### src/hw/rtl/rotor_phase_estimator_assert.svh
// Assertion macros shared by the rotor phase estimator RTL.
`ifndef ROTOR_PHASE_ESTIMATOR_ASSERT_SVH
`define ROTOR_PHASE_ESTIMATOR_ASSERT_SVH
`ifndef SYNTH
// Same-cycle implication, checked at every rising edge outside reset.
`define RPE_ASSERT_IMP(label, ante, cons, msg) \
  label: assert property (@(posedge clk) disable iff (rst) (ante) |-> (cons)) else $error(msg);
// Next-cycle implication, checked at every rising edge outside reset.
`define RPE_ASSERT_NXT(label, ante, cons, msg) \
  label: assert property (@(posedge clk) disable iff (rst) (ante) |=> (cons)) else $error(msg);
`else
`define RPE_ASSERT_IMP(label, ante, cons, msg)
`define RPE_ASSERT_NXT(label, ante, cons, msg)
`endif
`endif

### src/hw/rtl/rpe_pkg.sv
// Constants, codes and types shared by the rotor phase estimator modules.
package rpe_pkg;

  localparam int HISTORY_DEPTH = 8;
  localparam int ANGLE_BITS    = 12;
  localparam int TIME_W        = 32;
  localparam int PERIOD_W      = 21;
  localparam int SUM_W         = PERIOD_W + $clog2(HISTORY_DEPTH);
  localparam int FILL_W        = $clog2(HISTORY_DEPTH + 1);
  localparam int SLOT_W        = (HISTORY_DEPTH > 1) ? $clog2(HISTORY_DEPTH) : 1;
  localparam int STEP_W        = $clog2(SUM_W + 1);
  localparam int TURN_COUNTS   = 1 << ANGLE_BITS;
  localparam int WRAP_W        = ANGLE_BITS + 3;

  // Wrap test thresholds: angle * 6 compared against 5 turns and 1 turn.
  localparam logic [WRAP_W-1:0] WRAP_HIGH = WRAP_W'(5 * TURN_COUNTS);
  localparam logic [WRAP_W-1:0] WRAP_LOW  = WRAP_W'(TURN_COUNTS);

  // Motor offsets of one and two thirds of a turn, rounded.
  localparam logic [ANGLE_BITS-1:0] MOTOR2_OFFSET = ANGLE_BITS'((2 * TURN_COUNTS + 3) / 6);
  localparam logic [ANGLE_BITS-1:0] MOTOR3_OFFSET = ANGLE_BITS'((4 * TURN_COUNTS + 3) / 6);

  // Divider step counts: the average takes every sum bit, the phase takes
  // the angle bits plus two, since the phase quotient never exceeds 2.5 turns.
  localparam logic [STEP_W-1:0] AVG_STEPS   = STEP_W'(SUM_W);
  localparam logic [STEP_W-1:0] PHASE_STEPS = STEP_W'(ANGLE_BITS + 2);

  // Configuration register indexes.
  localparam int CFG_IDX_W = 2;
  localparam logic [CFG_IDX_W-1:0] CFG_ENCODER_PRESENT = 2'd0;
  localparam logic [CFG_IDX_W-1:0] CFG_MIN_PERIOD      = 2'd1;
  localparam logic [CFG_IDX_W-1:0] CFG_MAX_PERIOD      = 2'd2;

  localparam logic [PERIOD_W-1:0] MIN_PERIOD_RESET = PERIOD_W'(1000);
  localparam logic [PERIOD_W-1:0] MAX_PERIOD_RESET = PERIOD_W'(2000000);

  typedef struct packed {
    logic              start;
    logic [STEP_W-1:0] steps;
  } rpe_div_ctl_t;

endpackage

### src/hw/rtl/rpe_divider.sv
// Shared restoring divider, one quotient bit per cycle.
module rpe_divider
  import rpe_pkg::*;
(
  input  logic                clk,
  input  logic                rst,
  input  rpe_div_ctl_t        ctl,
  input  logic [PERIOD_W-1:0] divisor,
  input  logic [PERIOD_W-1:0] init_rem,
  input  logic [SUM_W-1:0]    dividend,
  output logic                busy,
  output logic [SUM_W-1:0]    quotient
);

  logic [PERIOD_W-1:0] rem;
  logic [SUM_W-1:0]    shreg;
  logic [STEP_W-1:0]   cnt;
  logic [PERIOD_W:0]   rem_sh;
  logic [PERIOD_W:0]   diff;
  logic                take;

  // The dividend bits leave at the top of the shift register while the
  // quotient bits enter at the bottom.
  assign rem_sh = {rem, shreg[SUM_W-1]};
  assign diff   = rem_sh - {1'b0, divisor};
  assign take   = ~diff[PERIOD_W];

  always_ff @(posedge clk) begin
    if (rst) begin
      busy <= 1'b0;
      cnt  <= '0;
    end else if (ctl.start) begin
      busy <= 1'b1;
      cnt  <= ctl.steps;
    end else if (busy) begin
      cnt <= cnt - STEP_W'(1);
      if (cnt == STEP_W'(1)) begin
        busy <= 1'b0;
      end
    end
  end

  always_ff @(posedge clk) begin
    if (ctl.start) begin
      rem   <= init_rem;
      shreg <= dividend;
    end else if (busy) begin
      rem   <= take ? diff[PERIOD_W-1:0] : rem_sh[PERIOD_W-1:0];
      shreg <= {shreg[SUM_W-2:0], take};
    end
  end

  assign quotient = shreg;

endmodule

### src/hw/rtl/rotor_phase_estimator.sv
// Top level of the rotor phase estimator: revolution tracking and phase output.
//
// Input items arrive on the s_ group: s_tuser carries the good flag and
// s_tdata the measured angle and the microsecond timestamp. Each accepted
// item yields exactly one result item on the m_ group: the three motor
// angles and the average revolution period in m_tdata, and the encoder_ok
// and timing_ready flags in m_tuser. Configuration is written through
// cfg_we, cfg_index and cfg_data; the user must see that it is written only
// while the block is idle, as the block itself does not enforce this. The
// single shared restoring divider first forms the average period from the
// running sum (24 steps) and then, when the sample is good and timing is
// ready, the extrapolated phase (14 steps). s_tready is high only while the
// sequencer is idle, so one item is worked on at a time.
// The result sits in an output register; the next item may be accepted while
// it still waits, and if the receiver stalls the sequencer holds its finished
// result until the output register frees. A synchronous reset clears the
// tracking state apart from the period ring entries, among it the ring fill,
// the running sum and the held angle, and restores the configuration
// defaults (encoder absent, 1000 us to 2 s).
module rotor_phase_estimator
  import rpe_pkg::*;
(
  input  logic                 clk,
  input  logic                 rst,
  input  logic                 s_tvalid,
  output logic                 s_tready,
  input  logic [47:0]          s_tdata,   // angle [11:0], time_us [43:12], zero fill
  input  logic                 s_tuser,   // sample_good [0]
  output logic                 m_tvalid,
  input  logic                 m_tready,
  output logic [63:0]          m_tdata,   // motor1 [11:0], motor2 [23:12], motor3 [35:24],
                                          // avg_period_us [56:36], zero fill
  output logic [1:0]           m_tuser,   // encoder_ok [0], timing_ready [1]
  input  logic                 cfg_we,
  input  logic [CFG_IDX_W-1:0] cfg_index,
  input  logic [PERIOD_W-1:0]  cfg_data
);

`include "rotor_phase_estimator_assert.svh"

  typedef enum logic [7:0] {
    S_IDLE      = 8'b0000_0001,
    S_UPDATE    = 8'b0000_0010,
    S_AVG_GO    = 8'b0000_0100,
    S_AVG_RUN   = 8'b0000_1000,
    S_CHECK     = 8'b0001_0000,
    S_PHASE_GO  = 8'b0010_0000,
    S_PHASE_RUN = 8'b0100_0000,
    S_OUT       = 8'b1000_0000
  } state_t;

  state_t state;

  // Configuration registers.
  logic                encoder_present;
  logic [PERIOD_W-1:0] min_period_us;
  logic [PERIOD_W-1:0] max_period_us;

  // Latched input item.
  logic                  in_good;
  logic [ANGLE_BITS-1:0] in_angle;
  logic [TIME_W-1:0]     in_time;

  // Tracking state.
  logic [ANGLE_BITS-1:0] last_angle;
  logic                  angle_seen;
  logic [TIME_W-1:0]     tick_time;
  logic                  tick_seen;
  logic [PERIOD_W-1:0]   period_ring [HISTORY_DEPTH];
  logic [SLOT_W-1:0]     ring_slot;
  logic [FILL_W-1:0]     ring_fill;
  logic [SUM_W-1:0]      period_sum;
  logic [ANGLE_BITS-1:0] held_angle;
  logic [PERIOD_W-1:0]   avg_period;
  logic                  ready;

  // Combinational helpers.
  logic                  good;
  logic [TIME_W-1:0]     elapsed;
  logic                  wrapped;
  logic                  period_ok;
  logic                  ring_full;
  logic                  ring_we;
  logic [PERIOD_W-1:0]   ring_old;
  logic [PERIOD_W-1:0]   avg_now;
  logic [PERIOD_W+2:0]   ready_limit;
  logic                  ready_now;

  // Divider hookup.
  rpe_div_ctl_t        div_ctl;
  logic [PERIOD_W-1:0] div_divisor;
  logic [PERIOD_W-1:0] div_init_rem;
  logic [SUM_W-1:0]    div_dividend;
  logic                div_busy;
  logic [SUM_W-1:0]    div_quotient;

  assign s_tready = (state == S_IDLE);
  assign good     = in_good && encoder_present;

  // Time since the last tick; after the update cycle this is measured from
  // the tick that the current item may have just recorded.
  assign elapsed = in_time - tick_time;

  // A revolution is a drop from above 300 degrees to below 60 degrees.
  assign wrapped = (WRAP_W'(last_angle) * WRAP_W'(6) > WRAP_HIGH) &&
                   (WRAP_W'(in_angle) * WRAP_W'(6) < WRAP_LOW);

  assign period_ok = (elapsed >= TIME_W'(min_period_us)) &&
                     (elapsed <= TIME_W'(max_period_us));
  assign ring_full = (ring_fill >= FILL_W'(HISTORY_DEPTH));
  assign ring_old  = period_ring[ring_slot];
  assign ring_we   = (state == S_UPDATE) && good && angle_seen && wrapped &&
                     tick_seen && period_ok;

  // The divider result is meaningless for an empty ring; the average is zero.
  // The freshness limit is five halves of the average, truncated.
  assign avg_now     = (ring_fill == '0) ? '0 : div_quotient[PERIOD_W-1:0];
  assign ready_limit = ({1'b0, avg_now, 2'b00} + {3'b000, avg_now}) >> 1;
  assign ready_now   = ring_full && (avg_now != '0) && tick_seen &&
                       (elapsed <= TIME_W'(ready_limit));

  // Divider operands: the average divides the running sum by the fill count;
  // the phase divides elapsed * 2^ANGLE_BITS by the average. For the phase,
  // elapsed / 4 is already below the average, so it seeds the remainder and
  // only the two low elapsed bits and the zero angle bits are shifted in.
  // The divisor must stay put for the whole run of the division.
  always_comb begin
    div_ctl.start = (state == S_AVG_GO) || (state == S_PHASE_GO);
    if ((state == S_PHASE_GO) || (state == S_PHASE_RUN)) begin
      div_ctl.steps = PHASE_STEPS;
      div_divisor   = avg_period;
      div_init_rem  = elapsed[PERIOD_W+1:2];
      div_dividend  = {elapsed[1:0], (SUM_W-2)'(0)};
    end else begin
      div_ctl.steps = AVG_STEPS;
      div_divisor   = PERIOD_W'(ring_fill);
      div_init_rem  = '0;
      div_dividend  = period_sum;
    end
  end

  rpe_divider u_divider (
    .clk      (clk),
    .rst      (rst),
    .ctl      (div_ctl),
    .divisor  (div_divisor),
    .init_rem (div_init_rem),
    .dividend (div_dividend),
    .busy     (div_busy),
    .quotient (div_quotient)
  );

  // Configuration writes.
  always_ff @(posedge clk) begin
    if (rst) begin
      encoder_present <= 1'b0;
      min_period_us   <= MIN_PERIOD_RESET;
      max_period_us   <= MAX_PERIOD_RESET;
    end else if (cfg_we) begin
      unique case (cfg_index)
        CFG_ENCODER_PRESENT: encoder_present <= cfg_data[0];
        CFG_MIN_PERIOD:      min_period_us   <= cfg_data;
        CFG_MAX_PERIOD:      max_period_us   <= cfg_data;
        default: ;
      endcase
    end
  end

  // Input item latch.
  always_ff @(posedge clk) begin
    if (s_tvalid && s_tready) begin
      in_good  <= s_tuser;
      in_angle <= s_tdata[ANGLE_BITS-1:0];
      in_time  <= s_tdata[ANGLE_BITS+TIME_W-1:ANGLE_BITS];
    end
  end

  // Period ring entries need no reset: they are read only once all are written.
  always_ff @(posedge clk) begin
    if (ring_we) begin
      period_ring[ring_slot] <= elapsed[PERIOD_W-1:0];
    end
  end

  // Sequencer and tracking state.
  always_ff @(posedge clk) begin
    if (rst) begin
      state      <= S_IDLE;
      last_angle <= '0;
      angle_seen <= 1'b0;
      tick_time  <= '0;
      tick_seen  <= 1'b0;
      ring_slot  <= '0;
      ring_fill  <= '0;
      period_sum <= '0;
      held_angle <= '0;
      avg_period <= '0;
      ready      <= 1'b0;
    end else begin
      unique case (state)
        S_IDLE: begin
          if (s_tvalid) begin
            state <= S_UPDATE;
          end
        end
        S_UPDATE: begin
          if (!encoder_present) begin
            angle_seen <= 1'b0;
          end else if (good) begin
            last_angle <= in_angle;
            if (!angle_seen) begin
              angle_seen <= 1'b1;
            end else if (wrapped) begin
              tick_time <= in_time;
              tick_seen <= 1'b1;
              if (ring_we) begin
                if (ring_full) begin
                  period_sum <= period_sum - SUM_W'(ring_old) +
                                SUM_W'(elapsed[PERIOD_W-1:0]);
                end else begin
                  period_sum <= period_sum + SUM_W'(elapsed[PERIOD_W-1:0]);
                  ring_fill  <= ring_fill + FILL_W'(1);
                end
                ring_slot <= (ring_slot == SLOT_W'(HISTORY_DEPTH - 1)) ?
                             '0 : ring_slot + SLOT_W'(1);
              end
            end
          end
          state <= S_AVG_GO;
        end
        S_AVG_GO: begin
          state <= S_AVG_RUN;
        end
        S_AVG_RUN: begin
          if (!div_busy) begin
            state <= S_CHECK;
          end
        end
        S_CHECK: begin
          avg_period <= avg_now;
          ready      <= ready_now;
          if (good && ready_now) begin
            state <= S_PHASE_GO;
          end else begin
            if (good) begin
              held_angle <= in_angle;
            end
            state <= S_OUT;
          end
        end
        S_PHASE_GO: begin
          state <= S_PHASE_RUN;
        end
        S_PHASE_RUN: begin
          if (!div_busy) begin
            held_angle <= div_quotient[ANGLE_BITS-1:0];
            state      <= S_OUT;
          end
        end
        S_OUT: begin
          if (!m_tvalid || m_tready) begin
            state <= S_IDLE;
          end
        end
        default: begin
          state <= S_IDLE;
        end
      endcase
    end
  end

  // Output register: loaded when the finished item finds it free.
  always_ff @(posedge clk) begin
    if (rst) begin
      m_tvalid <= 1'b0;
    end else if ((state == S_OUT) && (!m_tvalid || m_tready)) begin
      m_tvalid <= 1'b1;
    end else if (m_tready) begin
      m_tvalid <= 1'b0;
    end
  end

  always_ff @(posedge clk) begin
    if ((state == S_OUT) && (!m_tvalid || m_tready)) begin
      m_tdata <= {7'b0, avg_period, held_angle + MOTOR3_OFFSET,
                  held_angle + MOTOR2_OFFSET, held_angle};
      m_tuser <= {ready, good};
    end
  end

  `RPE_ASSERT_IMP(a_fill_bound, 1'b1, ring_fill <= FILL_W'(HISTORY_DEPTH), "ring fill overflow")
  `RPE_ASSERT_IMP(a_empty_sum, ring_fill == '0, period_sum == '0, "sum nonzero on empty ring")
  `RPE_ASSERT_IMP(a_div_idle, state == S_IDLE, !div_busy, "divider busy while idle")
  `RPE_ASSERT_IMP(a_ready_full, m_tvalid && m_tuser[1], ring_full, "ready without full ring")
  `RPE_ASSERT_NXT(a_accept_update, s_tvalid && s_tready, state == S_UPDATE, "accept lost")

endmodule
### config.mk
export PLATFORM = sky130hd
export DESIGN_NAME = rotor_phase_estimator
export DESIGN_NICKNAME = d
export VERILOG_FILES = /design/src/hw/rtl/rpe_pkg.sv /design/src/hw/rtl/rpe_divider.sv /design/src/hw/rtl/rotor_phase_estimator.sv
export VERILOG_INCLUDE_DIRS = /design/src /design/src/hw/rtl
export SDC_FILE = /design/constraint.sdc
export NUM_CORES = 1
export LEC_CHECK = 0
export BUFFER_PORTS_ARGS = -buffer_cell sky130_fd_sc_hd__buf_2
export CORE_UTILIZATION = 58
export CTS_BUF_LIST = sky130_fd_sc_hd__clkbuf_8 sky130_fd_sc_hd__clkbuf_16
export DETAILED_ROUTE_END_ITERATION = 16
export PLACE_DENSITY = 0.76
export SETUP_SLACK_MARGIN = 0.2
export SLEW_MARGIN = 20
export SYNTH_ARGS = -nofsm -noshare
export SYNTH_HDL_FRONTEND = slang
export SYNTH_SLANG_ARGS = --single-unit
export TNS_END_PERCENT = 100
### constraint.sdc
create_clock -name clk -period 9.3 [get_ports clk]
set_input_delay 0 -clock clk [delete_from_list [all_inputs] [get_ports clk]]
set_output_delay 0 -clock clk [all_outputs]
set_load 0.02 [all_outputs]
==> Word level (Yosys, flattened, before mapping) <==
Memory sizes are Yosys's and may differ from the RTL's. A register that Yosys moved wholly into a read port is not among the register bits.
Index checks and enable logic that the tools add are counted.
{ "word_totals": {"in_bits": 77, "elab_cells": 134, "output_inout_bits": 68, "mem_count": 1, "reg_bits": 318, "ram_bits": 168} }
{ "classes": {"n_lt_le_gt_ge": 6, "n_eq_ne": 19, "reduce_logical": 34, "muxes": 35, "n_bitwise": 2, "n_addsub": 11, "mul": 2} }
{ "mem_list": {"columns": ["memory", "depth", "width", "rd", "rd_ports_with_merged_regs", "write_ports", "line_no", "rtl"], "rows": [
  ["period_ring", 8, 21, 1, 1, 1, "rotor_phase_estimator.sv:69", "logic [PERIOD_W-1:0] period_ring [HISTORY_DEPTH];"]
]} }
{ "ops": {"columns": ["op", "count"], "rows": [
  ["$mux 21", 6],
  ["$mux 24", 4],
  ["$pmux 8 s8", 1],
  ["$add 24x21->24", 2],
  ["$mux 8", 5],
  ["$mux 12", 3],
  ["$ge 32x21->1", 1],
  ["$le 32x21->1", 1],
  ["$le 32x23->1", 1],
  ["$sub 32x32->32", 1],
  ["$mul 12x2->14 const B", 2],
  ["$add 23x21->24", 1],
  ["$pmux 12 s2", 1],
  ["$sub 24x21->24", 1],
  ["$sub 22x21->22", 1],
  ["$reduce_bool 21->1", 1],
  ["$gt 15x15->1 const B", 1],
  ["$lt 15x13->1 const B", 1],
  ["$mux 5", 3],
  ["$logic_and 1x1->1", 14],
  ["$add 12x11->12 const B", 1],
  ["$add 12x12->12 const B", 1],
  ["$ne 2x2->1 const B", 6],
  ["$mux 1", 9],
  ["other kinds (30)", 41]
]} }

==> Logic depth before layout (Yosys ltp) <==
{ "logic_depth": {"word_depth": 9, "mapped_depth": 32, "mapped_depth_nobuf": 28} }

==> Hierarchy <==
From an unflattened synthesis, not the netlist that was laid out.
{ "unflattened": {"hier_cells": 2778, "hier_area_um2": 28539.9} }
{ "by_module_without_submodules": {"columns": ["mod", "seq_area_each_um2", "cells_each", "area_per_inst_um2", "instances"], "rows": [
  ["rotor_phase_estimator", 11461.0, 2435, 24987.7, 1],
  ["rpe_divider", 1471.4, 343, 3552.2, 1]
]} }

==> Worst setup path after synthesis <==
No wires, ideal clock.
{ "synth_path": {"kind": "reg-to-reg", "from": "register in_time[0]", "to": "memory period_ring[0][0] (enable)", "setup_ps": 425, "required_time_ps": 8875, "arrival_time_ps": 6973, "path_buffers": 1, "setup_slack_ps": 1902, "period_less_slack_ps": 7398, "path_stages_with_launch": 25, "path_cell_list": "edfxtp_1 inv_1 ha_1 inv_1 fa_1 a211oi_2 o21ai_0 nor4_1 o31ai_1 o21ai_0 nand2b_1 nor3b_1 a311oi_1 xnor2_1 ha_1 nor2b_1 o21ai_0 or4b_2 o21ai_0 nand2b_1 or4b_1 or4b_1 buf_2 nand2b_4 nor3_1"} }
{ "synth_via": {"elab_chain_cells": 6, "word_cells_on_any_way": 7, "cone_classes": "add/sub (1); order compare (2); mux (2); reduce/logical (2)"} }
{ "synth_lines": {"columns": ["element", "line_no", "rtl"], "rows": [
  ["start, declared", "rotor_phase_estimator.sv:62", "logic [TIME_W-1:0] in_time;"],
  ["start signal, assigned", "rotor_phase_estimator.sv:174", "in_time <= s_tdata[ANGLE_BITS+TIME_W-1:ANGLE_BITS];"],
  ["$sub 32x32->32 *", "rotor_phase_estimator.sv:102", "assign elapsed = in_time - tick_time;"],
  ["via elapsed[18]", "rotor_phase_estimator.sv:79", "logic [TIME_W-1:0] elapsed;"],
  ["$ge 32x21->1 / $le 32x21->1 (equally long branches)", "rotor_phase_estimator.sv:108, rotor_phase_estimator.sv:109", null],
  ["$logic_and 1x1->1 *", "rotor_phase_estimator.sv:108", "assign period_ok = (elapsed >= TIME_W'(min_period_us)) &&"],
  ["$logic_and 1x1->1 *", "rotor_phase_estimator.sv:113", "tick_seen && period_ok;"],
  ["$mux 1 *", "rotor_phase_estimator.sv:180", "if (ring_we) begin"],
  ["$mux 1 (implied by the code) *", "rotor_phase_estimator.sv:181", "period_ring[ring_slot] <= elapsed[PERIOD_W-1:0];"],
  ["end, declared", "rotor_phase_estimator.sv:69", null]
]} }
Mark *: on every way through the listed nets, which the timed path passes. The rest lies on a longest branch.

==> Worst setup path in the final report <==
{ "layout_path": {"from": "register ring_fill[3]", "to": "register held_angle[3]"} }
{ "layout_via": {"elab_chain_cells": 9, "word_cells_on_any_way": 12, "cone_classes": "add/sub (1); order compare (2); eq/ne (1); mux (1); reduce/logical (7)"} }
{ "layout_lines": {"columns": ["element", "line_no", "rtl"], "rows": [
  ["start, declared", "rotor_phase_estimator.sv:71", "logic [FILL_W-1:0] ring_fill;"],
  ["start signal, assigned", "rotor_phase_estimator.sv:222", "ring_fill <= ring_fill + FILL_W'(1);"],
  ["$logic_not 4->1 *", "rotor_phase_estimator.sv:117", "assign avg_now = (ring_fill == '0) ? '0 : div_quotient[PERIOD_W-1:0];"],
  ["$mux 21 *", "rotor_phase_estimator.sv:117", null],
  ["via avg_now[2]", "rotor_phase_estimator.sv:85", "logic [PERIOD_W-1:0] avg_now;"],
  ["parallel branches: the longest is 3 deep, another holds $le 32x23->1", null, null],
  ["$logic_and 1x1->1 *", "rotor_phase_estimator.sv:119", "assign ready_now = ring_full && (avg_now != '0) && tick_seen &&"],
  ["$logic_and 1x1->1 *", "rotor_phase_estimator.sv:242", "if (good && ready_now) begin"],
  ["$ne 2x2->1 (no source line) *", null, null],
  ["$reduce_and 4->1 (no source line) *", null, null],
  ["end signal, assigned", "rotor_phase_estimator.sv:246", "held_angle <= in_angle;"],
  ["end signal, assigned", "rotor_phase_estimator.sv:256", "held_angle <= div_quotient[ANGLE_BITS-1:0];"],
  ["end, declared", "rotor_phase_estimator.sv:73", "logic [ANGLE_BITS-1:0] held_angle;"]
]} }
Mark *: on every way through the listed nets, which the timed path passes.
A chain may end at the register's enable or synchronous reset.

==> flow_summary.toml <==
[yosys]
synthDistinctLibCells = 97
synth_top_area_cell = "edfxtp_1"
ys_warn_count = 0
synthTopCellsByArea = "edfxtp_1 34%, dfxtp_1 12%, ha_1 9.0%"
synth-seq-area-share = 0.463
dominantRegCellSynth = "edfxtp_1"
syn_inst = 2684
yosys.area.top_type_share = 0.340
postSynthAreaPerCell_um2 = 10.4
synth-async-reset-ratio = 0
syn-cell-area_mm2 = 0.0279
synth-edff-count = 316
synth_seq_cells = 488

[setup_path]
end_kind = "flip-flop"
crit_fanout = 42
cp.required_ns = 9.80
critPathKind = "flip-flop to flip-flop"
arrival_ns = 8.31
cp-start-kind = "flip-flop"

[timing]
fin_worst_skew_ns = 0.0212
final_max_slew_viol_count = 0
setup_viol_count_final = 0
final-hold-violation-count = 0
max-slew-margin-rel = 0.268
worstMarginPinSlew_ns = 1.10
period_share = 0.840
fin_tns_setup_ns = 0
rsz0062_at_grt = "no"
fmax_mhz = 128
min_period_ns = 7.81

[clock_network]
cts_root_buffer = "clkbuf_16"
clock_path_buffers = 3
cts.sinks = 488
path_clk_slew_ns = 0.06
cts_setup_buffers = 0
cts_resized = 0
numCtsBuffers = 50
cts_tree = "done"
insertion_delay_ns = 0.61
cts-htree-levels = 2

[pwr]
finalPower_uw = 5510
ir_drop_v = 0.000178
leakagePower_uw = 0.0121
p_per_area_mw_per_mm2 = 175

[floorplanning]
rows = 80
dieArea_mm2 = 0.0490
core_mm2 = 0.0476
die_w_um = 221
io_pins = 145
initial_core_util = 0.586
dieHeight_um = 221

[global_routing]
grt_overflow = 0
grt_antenna_before_repair = 0
grt_pass1_vias = 21500
grt_pass1_wl_mm = 115
grt_usage = 0.297
grt_max_degree = 84

[cells_and_area]
synthToLayoutAreaGrowth_pct = 12.9
layout.cells.most_common_list = "316 x edfxtp_1, 297 x nand2_1, 215 x a21oi_1"
layout_commonest_cell = "edfxtp_1"
diodes = 0
drive_gt1_frac = 0.118
fin_nets = 3155

[route]
avgRoutedWirePerCell_um = 20.8
dr_total_vias = 21700
vias_per_cell = 6.18
ant_nets = 0
drtIter0Drc = 1644
dr.pass1.iters = 6
wirelength_mm = 73.0
drc = 0

[run_status]
outcome = "completed"

[placed_design]
gp_congestion = 0.936
dp_hpwl_mm = 49.6
port_buffers = 133

[min_path]
min_path_type = "input port to flip-flop"

[run]
cap_violations = 0
-- worst paths after layout --
kind	startpoint	to	slack, ns	depth (start not counted)
min	s_tdata[22]	in_time[10]	0.10	2
max	ring_fill[3]	held_angle[3]	1.49	27
max reg2reg	ring_fill[3]	held_angle[3]	1.49	27
min reg2reg	ready	m_tuser[1]	0.44	0
-- final cells by class --
class	instances	area [um2]
clock buffer	54	1320
clock inverter	40	262
fill	3571	16100
inverter	133	499
multi-input combinational	1931	14000
sequential	488	12900
tap	615	769
timing repair buffer	249	1730
-- cell usage after synthesis (all sizes together) (42+ instances only) --
cell type	number
mux4	42
clkbuf	110
nand3	48
o21ai	120
nand2	298
mux2i	82
nor3	53
dfxtp	172
xnor2	83
nor2	191
ha	200
a21o	60
a21oi	216
edfxtp	316
inv	132
-- per-layer routing --
layer  vias to the layer above  global-route usage  share of wire  wire length [um]
met5                         -                   0              0                 0
met4                         0               0.117          0.039              2840
met3                       169              0.0469          0.070              5140
met2                       833               0.495           0.47             34500
met1                     10500               0.391           0.42             30500
li1                      10200                   -              -                 -
-- flip-flops by register name, indices dropped and copies added, names as in the netlist, 5 cells and up, named ones only --
name                cells
held_angle             12
max_period_us          21
in_angle               12
period_ring           168
u_divider.cnt           5
period_sum             24
m_tdata                56
state                   8
last_angle             12
tick_time              32
u_divider.quotient     24
min_period_us          21
in_time                32
u_divider.rem          21
avg_period             21
-- critical path, cell delays in order, from the launching register on --
cell and delay (ns):
dfxtp_1 0.30, buf_4 0.27, or3b_2 0.87, and2_1 0.33, ha_1 0.30, ha_1 0.27, a21oi_1 0.13, a211oi_1 0.13
nand4_1 0.11, a21oi_1 0.16, a21boi_0 0.19, nor4bb_1 0.50, o31ai_1 0.18, o41ai_1 0.71, o21bai_1 0.15, a21oi_1 0.26
xor2_1 0.20, ha_1 0.27, a21oi_1 0.14, o22ai_1 0.11, o21a_1 0.18, o21a_1 0.16, o21ai_0 0.13, nand3_1 0.09
a311o_1 0.40, o21ai_1 0.74, a21oi_1 0.19, a21o_1 0.20
-- logic make-up after synthesis --
| kind of cell | synth area share |
|---|---|
| simple gates | 0.136 |
| compound gates | 0.150 |
| flops | 0.463 |
| buf+inv | 0.0379 |
| fa+ha+maj | 0.109 |
| mux | 0.0657 |
| xor+xnor | 0.0386 |
| other cells | 0.000134 |
-- where the power goes --
group / internal [uW] / switching, uW / total (uW)
Clock: 1080 / 856 / 1940
Sequential: 2400 / 35.8 / 2430
Combinational: 434 / 710 / 1140
Total: 3910 / 1600 / 5510
-- per-stage QoR --
stage                      util  hold slack, ns  setup slack (ns)  cells  instance area (um2)
after global routing      0.662          0.0983             0.924   3510                31500
after CTS                 0.662          0.0769              1.54   3509                31500
after global placement    0.613           0.177              1.72   3341                29200
after detailed placement  0.613           0.178              1.63   3341                29200
after floorplan               -          0.0989              1.90   2690                28000
final                     0.662           0.100              1.49   3510                31500
-- what timing repair did --
| item | 4_1_cts | 5_1_grt |
|---|---|---|
| hold endpoints to repair | 127 | 0 |
| hold buffers | 74 | 0 |
| endpoints found under the setup margin | 0 | 0 |
(Power assumes the default switching activity.)
